**src/rtl/sbpa_pkg.sv**
```systemverilog
package sbpa_pkg;

  localparam int NUM_SEGMENTS = 64;
  localparam int SEG_BITS     = 16;
  localparam int TOTAL_PAGES  = NUM_SEGMENTS * SEG_BITS;

  localparam int SEG_W        = (NUM_SEGMENTS > 1) ? $clog2(NUM_SEGMENTS) : 1;
  localparam int SEG_CNT_W    = $clog2(NUM_SEGMENTS + 1);
  localparam int OFF_W        = $clog2(SEG_BITS);
  localparam int N_W          = $clog2(SEG_BITS + 1);

  localparam int CNT_W        = 11;
  localparam int START_W      = 10;
  localparam int PAGE_OUT_W   = 10;
  localparam int PAGE_RAW_W   = $clog2(TOTAL_PAGES + SEG_BITS);
  localparam int PAGE_W       = (PAGE_RAW_W > START_W + 1) ? PAGE_RAW_W : START_W + 1;

  localparam int S_TDATA_W    = 24;
  localparam int M_TDATA_W    = 16;

  typedef enum logic [2:0] {
    ST_IDLE,
    ST_START,
    ST_SCAN,
    ST_FREE,
    ST_DONE
  } state_t;

  typedef struct packed {
    logic load;
    logic rd_issue;
    logic alloc_commit;
    logic free_commit;
    logic res_fail;
    logic res_free;
    logic out_load;
  } cmd_t;

  typedef struct packed {
    logic is_free;
    logic count_bad;
    logic free_none;
    logic hit;
    logic scan_end;
    logic free_last;
    logic out_busy;
  } sts_t;

endpackage

```
**src/rtl/sbpa_datapath.sv**
```systemverilog
module sbpa_datapath (
  input  logic                           clk,
  input  logic                           rst,
  input  logic [sbpa_pkg::S_TDATA_W-1:0] s_tdata,  // page_count[10:0], start_page[20:11]
  input  logic [0:0]                     s_tuser,  // func[0]
  output logic                           m_tvalid,
  input  logic                           m_tready,
  output logic [sbpa_pkg::M_TDATA_W-1:0] m_tdata,  // first_page[9:0]
  output logic [0:0]                     m_tuser,  // ok[0]
  input  sbpa_pkg::cmd_t                 cmd,
  output sbpa_pkg::sts_t                 sts
);
  import sbpa_pkg::*;

  logic                  func_r;
  logic [CNT_W-1:0]      left;
  logic [PAGE_W-1:0]     page;
  logic [SEG_CNT_W-1:0]  rd_seg;
  logic [SEG_W-1:0]      data_seg;

  logic [SEG_BITS-1:0]   mem [NUM_SEGMENTS];
  logic                  vbits [NUM_SEGMENTS];
  logic [SEG_BITS-1:0]   rd_data;
  logic                  rd_vld;

  logic                  res_ok;
  logic [PAGE_OUT_W-1:0] res_page;
  logic                  out_ok;
  logic [PAGE_OUT_W-1:0] out_page;

  logic [SEG_BITS-1:0]   seg_val;
  logic [SEG_BITS-1:0]   amask;
  logic [SEG_BITS-1:0]   fit;
  logic [OFF_W-1:0]      hit_off;
  logic [OFF_W-1:0]      lo;
  logic [N_W-1:0]        room;
  logic [N_W-1:0]        n;
  logic [SEG_BITS-1:0]   fmask;
  logic [PAGE_W-1:0]     page_sum;
  logic [SEG_BITS-1:0]   wr_data;
  logic                  wr_en;

  // never-written segments read as fully allocated
  assign seg_val = rd_vld ? rd_data : '0;

  // first fit inside the segment just read
  always_comb begin
    amask   = SEG_BITS'((32'd1 << left) - 32'd1);
    hit_off = '0;
    for (int i = 0; i < SEG_BITS; i++) begin
      fit[i] = (((CNT_W + 1)'(i) + (CNT_W + 1)'(left)) <= (CNT_W + 1)'(SEG_BITS)) &&
               (((seg_val >> i) & amask) == amask);
    end
    for (int i = SEG_BITS - 1; i >= 0; i--) begin
      if (fit[i]) begin
        hit_off = OFF_W'(i);
      end
    end
  end

  // bits of the free range that land in the current segment
  always_comb begin
    lo       = page[OFF_W-1:0];
    room     = N_W'(SEG_BITS) - N_W'(lo);
    n        = (left < CNT_W'(room)) ? N_W'(left) : room;
    fmask    = SEG_BITS'(((32'd1 << n) - 32'd1) << lo);
    page_sum = page + PAGE_W'(n);
  end

  assign wr_en   = cmd.alloc_commit | cmd.free_commit;
  assign wr_data = cmd.alloc_commit ? (seg_val & ~(amask << hit_off)) : (seg_val | fmask);

  always_comb begin
    sts.is_free   = func_r;
    sts.count_bad = (left == '0) || (left > CNT_W'(SEG_BITS));
    sts.free_none = (left == '0) || (page >= PAGE_W'(TOTAL_PAGES));
    sts.hit       = |fit;
    sts.scan_end  = (rd_seg == SEG_CNT_W'(NUM_SEGMENTS));
    sts.free_last = (left == CNT_W'(n)) || (page_sum >= PAGE_W'(TOTAL_PAGES));
    sts.out_busy  = m_tvalid && !m_tready;
  end

  always_ff @(posedge clk) begin
    if (cmd.rd_issue) begin
      rd_data <= mem[rd_seg[SEG_W-1:0]];
    end
    if (wr_en) begin
      mem[data_seg] <= wr_data;
    end
  end

  always_ff @(posedge clk) begin
    if (rst) begin
      for (int i = 0; i < NUM_SEGMENTS; i++) begin
        vbits[i] <= 1'b0;
      end
      rd_vld <= 1'b0;
    end else begin
      if (cmd.rd_issue) begin
        rd_vld <= vbits[rd_seg[SEG_W-1:0]];
      end
      if (wr_en) begin
        vbits[data_seg] <= 1'b1;
      end
    end
  end

  always_ff @(posedge clk) begin
    if (cmd.load) begin
      func_r <= s_tuser[0];
      left   <= s_tdata[CNT_W-1:0];
      page   <= PAGE_W'(s_tdata[CNT_W+START_W-1:CNT_W]);
      rd_seg <= s_tuser[0] ? SEG_CNT_W'(s_tdata[CNT_W+START_W-1:CNT_W+OFF_W]) : '0;
    end else begin
      if (cmd.rd_issue) begin
        data_seg <= rd_seg[SEG_W-1:0];
        rd_seg   <= rd_seg + 1'b1;
      end
      if (cmd.free_commit) begin
        page <= page_sum;
        left <= left - CNT_W'(n);
      end
    end
  end

  always_ff @(posedge clk) begin
    if (cmd.alloc_commit) begin
      res_ok   <= 1'b1;
      res_page <= PAGE_OUT_W'({data_seg, hit_off});
    end else if (cmd.res_fail) begin
      res_ok   <= 1'b0;
      res_page <= '0;
    end else if (cmd.res_free) begin
      res_ok   <= 1'b1;
      res_page <= '0;
    end
  end

  always_ff @(posedge clk) begin
    if (rst) begin
      m_tvalid <= 1'b0;
    end else if (cmd.out_load) begin
      m_tvalid <= 1'b1;
    end else if (m_tready) begin
      m_tvalid <= 1'b0;
    end
  end

  always_ff @(posedge clk) begin
    if (cmd.out_load) begin
      out_ok   <= res_ok;
      out_page <= res_page;
    end
  end

  assign m_tdata = {{(M_TDATA_W - PAGE_OUT_W){1'b0}}, out_page};
  assign m_tuser = out_ok;

endmodule

```
**src/rtl/sbpa_ctrl.sv**
```systemverilog
module sbpa_ctrl (
  input  logic           clk,
  input  logic           rst,
  input  logic           s_tvalid,
  output logic           s_tready,
  input  sbpa_pkg::sts_t sts,
  output sbpa_pkg::cmd_t cmd
);
  import sbpa_pkg::*;

  state_t state;
  state_t state_next;

  always_ff @(posedge clk) begin
    if (rst) begin
      state <= ST_IDLE;
    end else begin
      state <= state_next;
    end
  end

  always_comb begin
    state_next = state;
    cmd        = '0;
    s_tready   = 1'b0;
    case (state)
      ST_IDLE: begin
        s_tready = 1'b1;
        if (s_tvalid) begin
          cmd.load   = 1'b1;
          state_next = ST_START;
        end
      end
      ST_START: begin
        if (sts.is_free) begin
          if (sts.free_none) begin
            cmd.res_free = 1'b1;
            state_next   = ST_DONE;
          end else begin
            cmd.rd_issue = 1'b1;
            state_next   = ST_FREE;
          end
        end else if (sts.count_bad) begin
          cmd.res_fail = 1'b1;
          state_next   = ST_DONE;
        end else begin
          cmd.rd_issue = 1'b1;
          state_next   = ST_SCAN;
        end
      end
      ST_SCAN: begin
        if (sts.hit) begin
          cmd.alloc_commit = 1'b1;
          state_next       = ST_DONE;
        end else if (sts.scan_end) begin
          cmd.res_fail = 1'b1;
          state_next   = ST_DONE;
        end else begin
          // keep one segment read in flight
          cmd.rd_issue = 1'b1;
        end
      end
      ST_FREE: begin
        cmd.free_commit = 1'b1;
        if (sts.free_last) begin
          cmd.res_free = 1'b1;
          state_next   = ST_DONE;
        end else begin
          cmd.rd_issue = 1'b1;
        end
      end
      ST_DONE: begin
        // hold the result until the output register frees up
        if (!sts.out_busy) begin
          cmd.out_load = 1'b1;
          state_next   = ST_IDLE;
        end
      end
      default: begin
        state_next = ST_IDLE;
      end
    endcase
  end

endmodule

```
**src/rtl/segmented_bitmap_page_allocator_top.sv**
```systemverilog
// Allocate returns the first fit found scanning segments in order; a failed scan or a bad count
//   returns ok low with page zero. Free sets the bits of the range segment by segment.
// Only one request is handled at a time; the map RAM port reads one segment per cycle.
// Reset: rst clears the controller, the output valid and the per-segment valid
//   bits at once, so the whole map reads as allocated on the next cycle.
module segmented_bitmap_page_allocator_top (
  input  logic                           clk,
  input  logic                           rst,
  input  logic                           s_tvalid,
  output logic                           s_tready,
  input  logic [sbpa_pkg::S_TDATA_W-1:0] s_tdata,  // page_count[10:0], start_page[20:11]
  input  logic [0:0]                     s_tuser,  // func[0]
  output logic                           m_tvalid,
  input  logic                           m_tready,
  output logic [sbpa_pkg::M_TDATA_W-1:0] m_tdata,  // first_page[9:0]
  output logic [0:0]                     m_tuser   // ok[0]
);
  import sbpa_pkg::*;

  cmd_t cmd;
  sts_t sts;

  sbpa_ctrl u_ctrl (
    .clk      (clk),
    .rst      (rst),
    .s_tvalid (s_tvalid),
    .s_tready (s_tready),
    .sts      (sts),
    .cmd      (cmd)
  );

  sbpa_datapath u_dp (
    .clk      (clk),
    .rst      (rst),
    .s_tdata  (s_tdata),
    .s_tuser  (s_tuser),
    .m_tvalid (m_tvalid),
    .m_tready (m_tready),
    .m_tdata  (m_tdata),
    .m_tuser  (m_tuser),
    .cmd      (cmd),
    .sts      (sts)
  );

  a_fail_page_zero: assert property (@(posedge clk) disable iff (rst)
    (m_tvalid && !m_tuser[0]) |-> (m_tdata == '0))
    else $error("failed allocation reports a nonzero page");

  a_no_early_result: assert property (@(posedge clk) disable iff (rst)
    (s_tvalid && s_tready) |=> !$rose(m_tvalid))
    else $error("result appeared one cycle after input transfer");

  a_result_while_busy: assert property (@(posedge clk) disable iff (rst)
    $rose(m_tvalid) |-> $past(!s_tready))
    else $error("result loaded while the input side was open");

endmodule
```
**config.mk**
```make
export PLATFORM = sky130hd
export DESIGN_NAME = segmented_bitmap_page_allocator_top
export DESIGN_NICKNAME = d
export VERILOG_FILES = /design/src/rtl/sbpa_pkg.sv /design/src/rtl/sbpa_datapath.sv /design/src/rtl/sbpa_ctrl.sv /design/src/rtl/segmented_bitmap_page_allocator_top.sv
export SDC_FILE = /design/constraint.sdc
export NUM_CORES = 2
export LEC_CHECK = 0
export ABC_AREA = 1
export BUFFER_PORTS_ARGS = -buffer_cell sky130_fd_sc_hd__buf_2
export CAP_MARGIN = 20
export CORE_MARGIN = 4
export CORE_UTILIZATION = 43
export DETAILED_ROUTE_END_ITERATION = 8
export SYNTH_ARGS = -nofsm -noshare
export SYNTH_HDL_FRONTEND = slang
export SYNTH_SLANG_ARGS = --single-unit
export TNS_END_PERCENT = 100
```
**constraint.sdc**
```tcl
create_clock -name clk -period 7.4 [get_ports clk]
set_clock_uncertainty 0.15 [all_clocks]
set_input_delay 0.37 -clock clk [delete_from_list [all_inputs] [get_ports clk]]
set_output_delay 0.37 -clock clk [all_outputs]
set_load 0.02 [all_outputs]
```
=== After elaboration in Yosys (flattened, before gate mapping) ===
Memories as Yosys holds them, arrays and structs flattened. A register that Yosys moved wholly into a read port is not among the register bits.
Cells that the tools add are included.

* $lt $le $gt $ge: 20
* $mul: 0
* Shifts and indexed selects: 4
* Reduce and logical (&&, ||, !) cells: 32
* Multiplexer cells: 75
* Add/sub/neg operators: 21
* Divide/modulo/power cells: 0
* Bitwise operators: 21
* Equal/unequal tests: 26

{| class="wikitable"
|+ Operators with widths
! operator !! number
|-
| equality test 16 bit || 16
|-
| less-or-equal comparator 12 x 5 -> 1 bit, second input constant || 15
|-
| adder 4 x 11 -> 12 bit, first input constant || 8
|-
| 2-to-1 mux 4 bit || 16
|-
| 2-to-1 mux 10 bit || 5
|-
| adder 3 x 11 -> 12 bit, first input constant || 4
|-
| 2-to-1 mux 1 bit || 33
|-
| AND 16 bit || 2
|-
| 2-to-1 mux 16 bit || 2
|-
| << shifter 1 x 5 -> 32 bit, first input constant || 1
|-
| << shifter 32 x 4 -> 16 bit || 1
|-
| subtractor 32 x 1 -> 32 bit, second input constant || 1
|-
| adder 2 x 11 -> 12 bit, first input constant || 2
|-
| 2-to-1 mux 3 bit || 8
|-
| greater-or-equal comparator 11 bit, second input constant || 2
|-
| 2-to-1 mux 11 bit || 2
|-
| logical AND 1 bit || 17
|-
| AND 1 x 16 -> 16 bit || 1
|-
| AND 10 x 16 -> 16 bit || 1
|-
| AND 11 x 16 -> 16 bit || 1
|-
| AND 12 x 16 -> 16 bit || 1
|-
| AND 13 x 16 -> 16 bit || 1
|-
| AND 14 x 16 -> 16 bit || 1
|-
| AND 15 x 16 -> 16 bit || 1
|-
| 46 further kinds || 57
|}

* Input port bits: 29
* Memories kept: 2
* Bits in writable memories: 1088
* Memory bits (read-only): 0
* Register bits after elaboration: 62
* Latch bits: 0

{| class="wikitable"
|+ Memories
! memory !! depth !! bits a word !! read ports !! clocked after memory_dff !! write ports !! RTL line !! text
|-
| u_dp.mem || 64 || 16 || 1 || 1 || 1 || sbpa_datapath.sv:21 || <nowiki>logic [SEG_BITS-1:0] mem [NUM_SEGMENTS];</nowiki>
|-
| u_dp.vbits || 64 || 1 || 1 || 1 || 64 || sbpa_datapath.sv:22 || <nowiki>logic vbits [NUM_SEGMENTS];</nowiki>
|}

=== Longest topological paths before layout ===
* Depth in word-level cells: 25
* Depth in mapped cells: 39
* Depth with buffers taken out: 37

=== Hierarchy ===
A second synthesis with hierarchy kept.

* Cell total of the unflattened synthesis: 5480
* Area, all modules: 54949.0 µm²

{| class="wikitable"
|+ Modules (own cells, without submodules)
! module !! times used !! cells an instance !! area each (µm²)
|-
| sbpa_datapath || 1 || 5427 || 54654.9
|-
| sbpa_ctrl || 1 || 53 || 294.0
|}

=== Least setup slack after synthesis ===
OpenSTA, ideal clock, no wires.

* Path kind: register to register
* Start: reg u_dp.page[1]
* End: mem u_dp.mem[0][10], data pin
* Buffers on the path: 2
* Library setup time: 548 ps
* Period minus slack after synthesis: 6654 ps
* Required time: 6702 ps
* Setup slack: 746 ps
* Arrival: 5956 ps
* Stages on the path, launching flop included: 30
* Cells stage by stage: edfxtp_1 clkbuf_1 inv_1 clkbuf_1 ha_1 xor2_1 ha_1 a21oi_1 a21boi_1 o21ai_0 nand2_2 o21ai_1 nand2_1 nor2_2 inv_1 nor2_1 inv_1 ha_1 nand2_1 nand2_1 nand3_1 o21ai_0 or2_2 nand3_1 o21ai_0 o21ai_0 nand2_1 nand2_1 nand2_1 a21oi_1

* Longest elaborated chain between the ends: 8

{| class="wikitable"
|+ Ends and longest elaborated chain
! what !! RTL line !! text
|-
| start: declaration || sbpa_datapath.sv:17 || <nowiki>logic [PAGE_W-1:0] page;</nowiki>
|-
| start signal: assignment || sbpa_datapath.sv:112 || <nowiki>page <= PAGE_W'(s_tdata[CNT_W+START_W-1:CNT_W]);</nowiki>
|-
| start signal: assignment || sbpa_datapath.sv:120 || <nowiki>page <= page_sum;</nowiki>
|-
| subtractor 5 x 4 -> 5 bit || sbpa_datapath.sv:64 || <nowiki>room = N_W'(SEG_BITS) - N_W'(lo);</nowiki>
|-
| < comparator 11 x 5 -> 1 bit || sbpa_datapath.sv:65 || <nowiki>n = (left < CNT_W'(room)) ? N_W'(left) : room;</nowiki>
|-
| 2-to-1 mux 5 bit || sbpa_datapath.sv:65 ||
|-
| << shifter 1 x 5 -> 32 bit || sbpa_datapath.sv:66 || <nowiki>fmask = SEG_BITS'(((32'd1 << n) - 32'd1) << lo);</nowiki>
|-
| subtractor 32 x 1 -> 32 bit || sbpa_datapath.sv:66 ||
|-
| << shifter 32 x 4 -> 16 bit * || sbpa_datapath.sv:66 ||
|-
| OR 16 bit * || sbpa_datapath.sv:71 || <nowiki>assign wr_data = cmd.alloc_commit ? (seg_val & ~(amask << hit_off)) : (seg_val | fmask);</nowiki>
|-
| 2-to-1 mux 16 bit * || sbpa_datapath.sv:71 ||
|-
| net u_dp.wr_data[10] || sbpa_datapath.sv:40 || <nowiki>logic [SEG_BITS-1:0] wr_data;</nowiki>
|-
| end: declaration || sbpa_datapath.sv:21 ||
|}

The timed path passes the listed nets; every way through them passes the cells marked *.

=== Final worst setup path ===
* Start: reg u_dp.left[0]
* End: mem u_dp.mem[0][15], data pin

* Longest elaborated chain between the ends: 25

{| class="wikitable"
|+ Ends and longest elaborated chain
! what !! RTL line !! text
|-
| start: declaration || sbpa_datapath.sv:16 || <nowiki>logic [CNT_W-1:0] left;</nowiki>
|-
| start signal: assignment || sbpa_datapath.sv:111 || <nowiki>left <= s_tdata[CNT_W-1:0];</nowiki>
|-
| start signal: assignment || sbpa_datapath.sv:121 || <nowiki>left <= left - CNT_W'(n);</nowiki>
|-
| branches (longest 24 deep; another with adder 4 x 11 -> 12 bit) || - ||
|-
| 2-to-1 mux 16 bit * || sbpa_datapath.sv:71 ||
|-
| net u_dp.wr_data[15] || sbpa_datapath.sv:40 ||
|}

Mark *: on every way through the listed nets, which the timed path passes.

==> flow_summary.ini <==
[setup_path]
critPathKind = reg2reg
cp.arrival_ps = 6700
crit_fanout = 33
critical_path_required_ps = 7770
ff2ff_setup_slack_ps = 1070
cp-start-kind = flip-flop
crit_path_end_kind = flip-flop

[grt]
grt_antenna_before_repair = 0
grt_use_total = 0.247
grt_max_degree = 172
first_global_vias = 36000
overflow = 0
grt_pass1_wl_um = 236000

[flow_run]
drv_cap = 0

[clock_network]
postCtsHoldBufs = 25
cts_root_buf = clkbuf_16
cts_resized = 0
cts_tree = done
cts_buffers = 116
post-cts-setup-buffers = 0
cts_buffer_depth = 3
cts_sinks = 1167
insertion_delay_ps = 700
clkTransAtPathRegs_ps = 60
h-tree-depth = 3

[detailed_routing]
viasPerCell = 5.90
first_pass_iters = 7
drt_wl_total_um = 161000
detail-route-antenna-nets = 0
first_iter_violations = 4066
drc_errors = 0
num_vias = 38500
wire_per_inst_um = 24.7

[sta]
period_needed_ps = 6330
hold_viol = 0
slew_violations = 0
tightest_slew_ps = 1070
tns_ps = 0
rsz0062_at_grt = no
finalSetupViolCount = 0
fmax_ghz = 0.158
fin_crit_sh = 0.855
relSlewSlack = 0.287

[placed_design]
io_buffers = 38
hpwl_um = 95800
placed_area_um2 = 54900
routabilityCongestion = 0.958

[floorplan]
die_h_um = 357
fp-row-count = 127
die_area_um2 = 127000
core_area_um2 = 120000
start_util = 0.435
die_w_um = 357
ios = 48

[synthesis]
yosysSeqAreaShare = 0.656
synth_area_leaders = edfxtp_1 (63%), o21ai_0 (6.1%), nor2_1 (6.0%)
postSynth.asyncResetShare = 0
ys_ff_latch = 1167
synth.avg_cell_area_um2 = 11.0
yosys_warnings = 0
syn_inst = 4767
synthFlopType = edfxtp_1
synth_top_area_share = 0.629
ys_types = 60
synth_area_leader_cell = edfxtp_1
synth_edf_count = 1096
syn-cell-area_um2 = 52300

[final_layout]
drive_gt1_frac = 0.107
utilization = 0.490
final_cell_mix = edfxtp_1 (1096), nor2_1 (811), o21ai_0 (638)
final_area_um2 = 59000
layout_commonest_cell = edfxtp_1
syn2layout_area_growth_pct = 12.7
fin_nets = 4859

[pwr]
power.total_mw = 27.9
peakVddDrop_v = 0.000429
leakagePower_nw = 20.0
power_density_nw_per_um2 = 473

[min_path]
min_path_type = reg2reg

[outcome]
status = complete, no violations
## critical path, stage by stage, from the launching register on
cell and delay [ps]:
edfxtp_1 520, nor2_2 470, nand2_1 200, nor2_4 150, inv_2 130, ha_1 330, inv_1 240, nand2_1 150
nand3_1 70, a2111oi_0 570, o2111ai_1 220, nor2_1 180, nand3_1 100, nor2_1 100, nand2_1 70, nand2_1 80
inv_1 70, a21oi_4 440, inv_2 260, nand3_1 170, nand3_1 120, nand3_1 100, nand2_1 100, nor2_4 800
buf_12 290
## Yosys cell counts (8+ instances only)
cell,instances
edfxtp_1,1096
nor2_1,836
o21ai_0,638
nand2_1,496
clkbuf_1,265
nand3_1,229
o221ai_1,189
inv_1,173
o22ai_1,111
o211ai_1,93
a21oi_1,78
dfxtp_1,71
nor2_2,49
nand4_1,42
o21a_1,40
nor3_1,39
xor2_1,37
a21boi_0,33
inv_2,25
buf_2,21
ha_1,21
nand2_2,18
a2111o_1,16
o21ai_1,16
buf_1,12
buf_4,10
nor4_1,10
o2111ai_1,8
## where the power goes
part / leakage (nW) / internal (mW) / switching [mW]
Sequential: 10.5 / 9.67 / 0.202
Clock: 1.80 / 3.27 / 2.48
Combinational: 7.67 / 2.99 / 9.25
Total: 20.0 / 15.9 / 11.9
## sequential cells by signal, indices dropped and copies added, names as in the netlist
| name | cells |
|---|---|
| u_ctrl.state | 3 |
| u_dp.m_tuser | 1 |
| u_dp.vbits | 64 |
| u_dp.func_r | 1 |
| u_dp.data_seg | 6 |
| u_dp.res_page | 10 |
| u_dp.left | 11 |
| u_dp.rd_data | 16 |
| u_dp.mem | 1024 |
| u_dp.m_tvalid | 1 |
| u_dp.rd_vld | 1 |
| u_dp.res_ok | 1 |
| u_dp.rd_seg | 7 |
| u_dp.out_page | 10 |
| u_dp.page | 11 |
## metrics by stage
| step | hold slack (ps) | cells | worst slack [ps] |
|---|---|---|---|
| 2_1_floorplan | 250 | 4772 | 746 |
| 3_5_place_dp | 255 | 6271 | 1140 |
| 4_1_cts | 259 | 6515 | 1070 |
| 5_1_grt | 272 | 6520 | 460 |
| 6_report | 267 | 6523 | 1070 |
| 3_3_place_gp | 256 | 6271 | 1160 |
## area by class of cell
class / instances / area (um2)
antenna: 3 / 7.51
clock buffer: 150 / 3130
clock inverter: 69 / 598
fill: 10800 / 61300
inverter: 202 / 774
multi-input combinational: 3093 / 16100
sequential: 1167 / 34300
tap: 1612 / 2020
timing repair buffer: 227 / 2020
## layer usage
| metal | up-vias | track usage | share of wire |
|---|---|---|---|
| met5 | - | 0 | 0 |
| met1 | 18900 | 0.347 | 0.42 |
| li1 | 17500 | - | - |
| met3 | 340 | 0.0375 | 0.080 |
| met2 | 1712 | 0.389 | 0.46 |
| met4 | 0 | 0.0986 | 0.041 |
## cells by family (layout without fill, tap and decap cells)
group	Yosys count	count (layout)	synth area share
compound gates	1264	1264	0.150
simple gates	1757	1757	0.142
buf+inv	512	648	0.0383
flops	1167	1167	0.656
xor+xnor	42	42	0.00718
other cells	1	9	0.0000717
fa+ha+maj	23	23	0.00579
mux	1	1	0.000191
## final timing paths
check        cells after the start             start                to
max reg2reg                     24      u_dp.left[0]   u_dp.mem[0][15]
min reg2reg                      0  u_dp.res_page[9]  u_dp.out_page[9]
max                             24      u_dp.left[0]   u_dp.mem[0][15]
min                              0  u_dp.res_page[9]  u_dp.out_page[9]
Note: power is estimated with default switching activity, not from simulation.
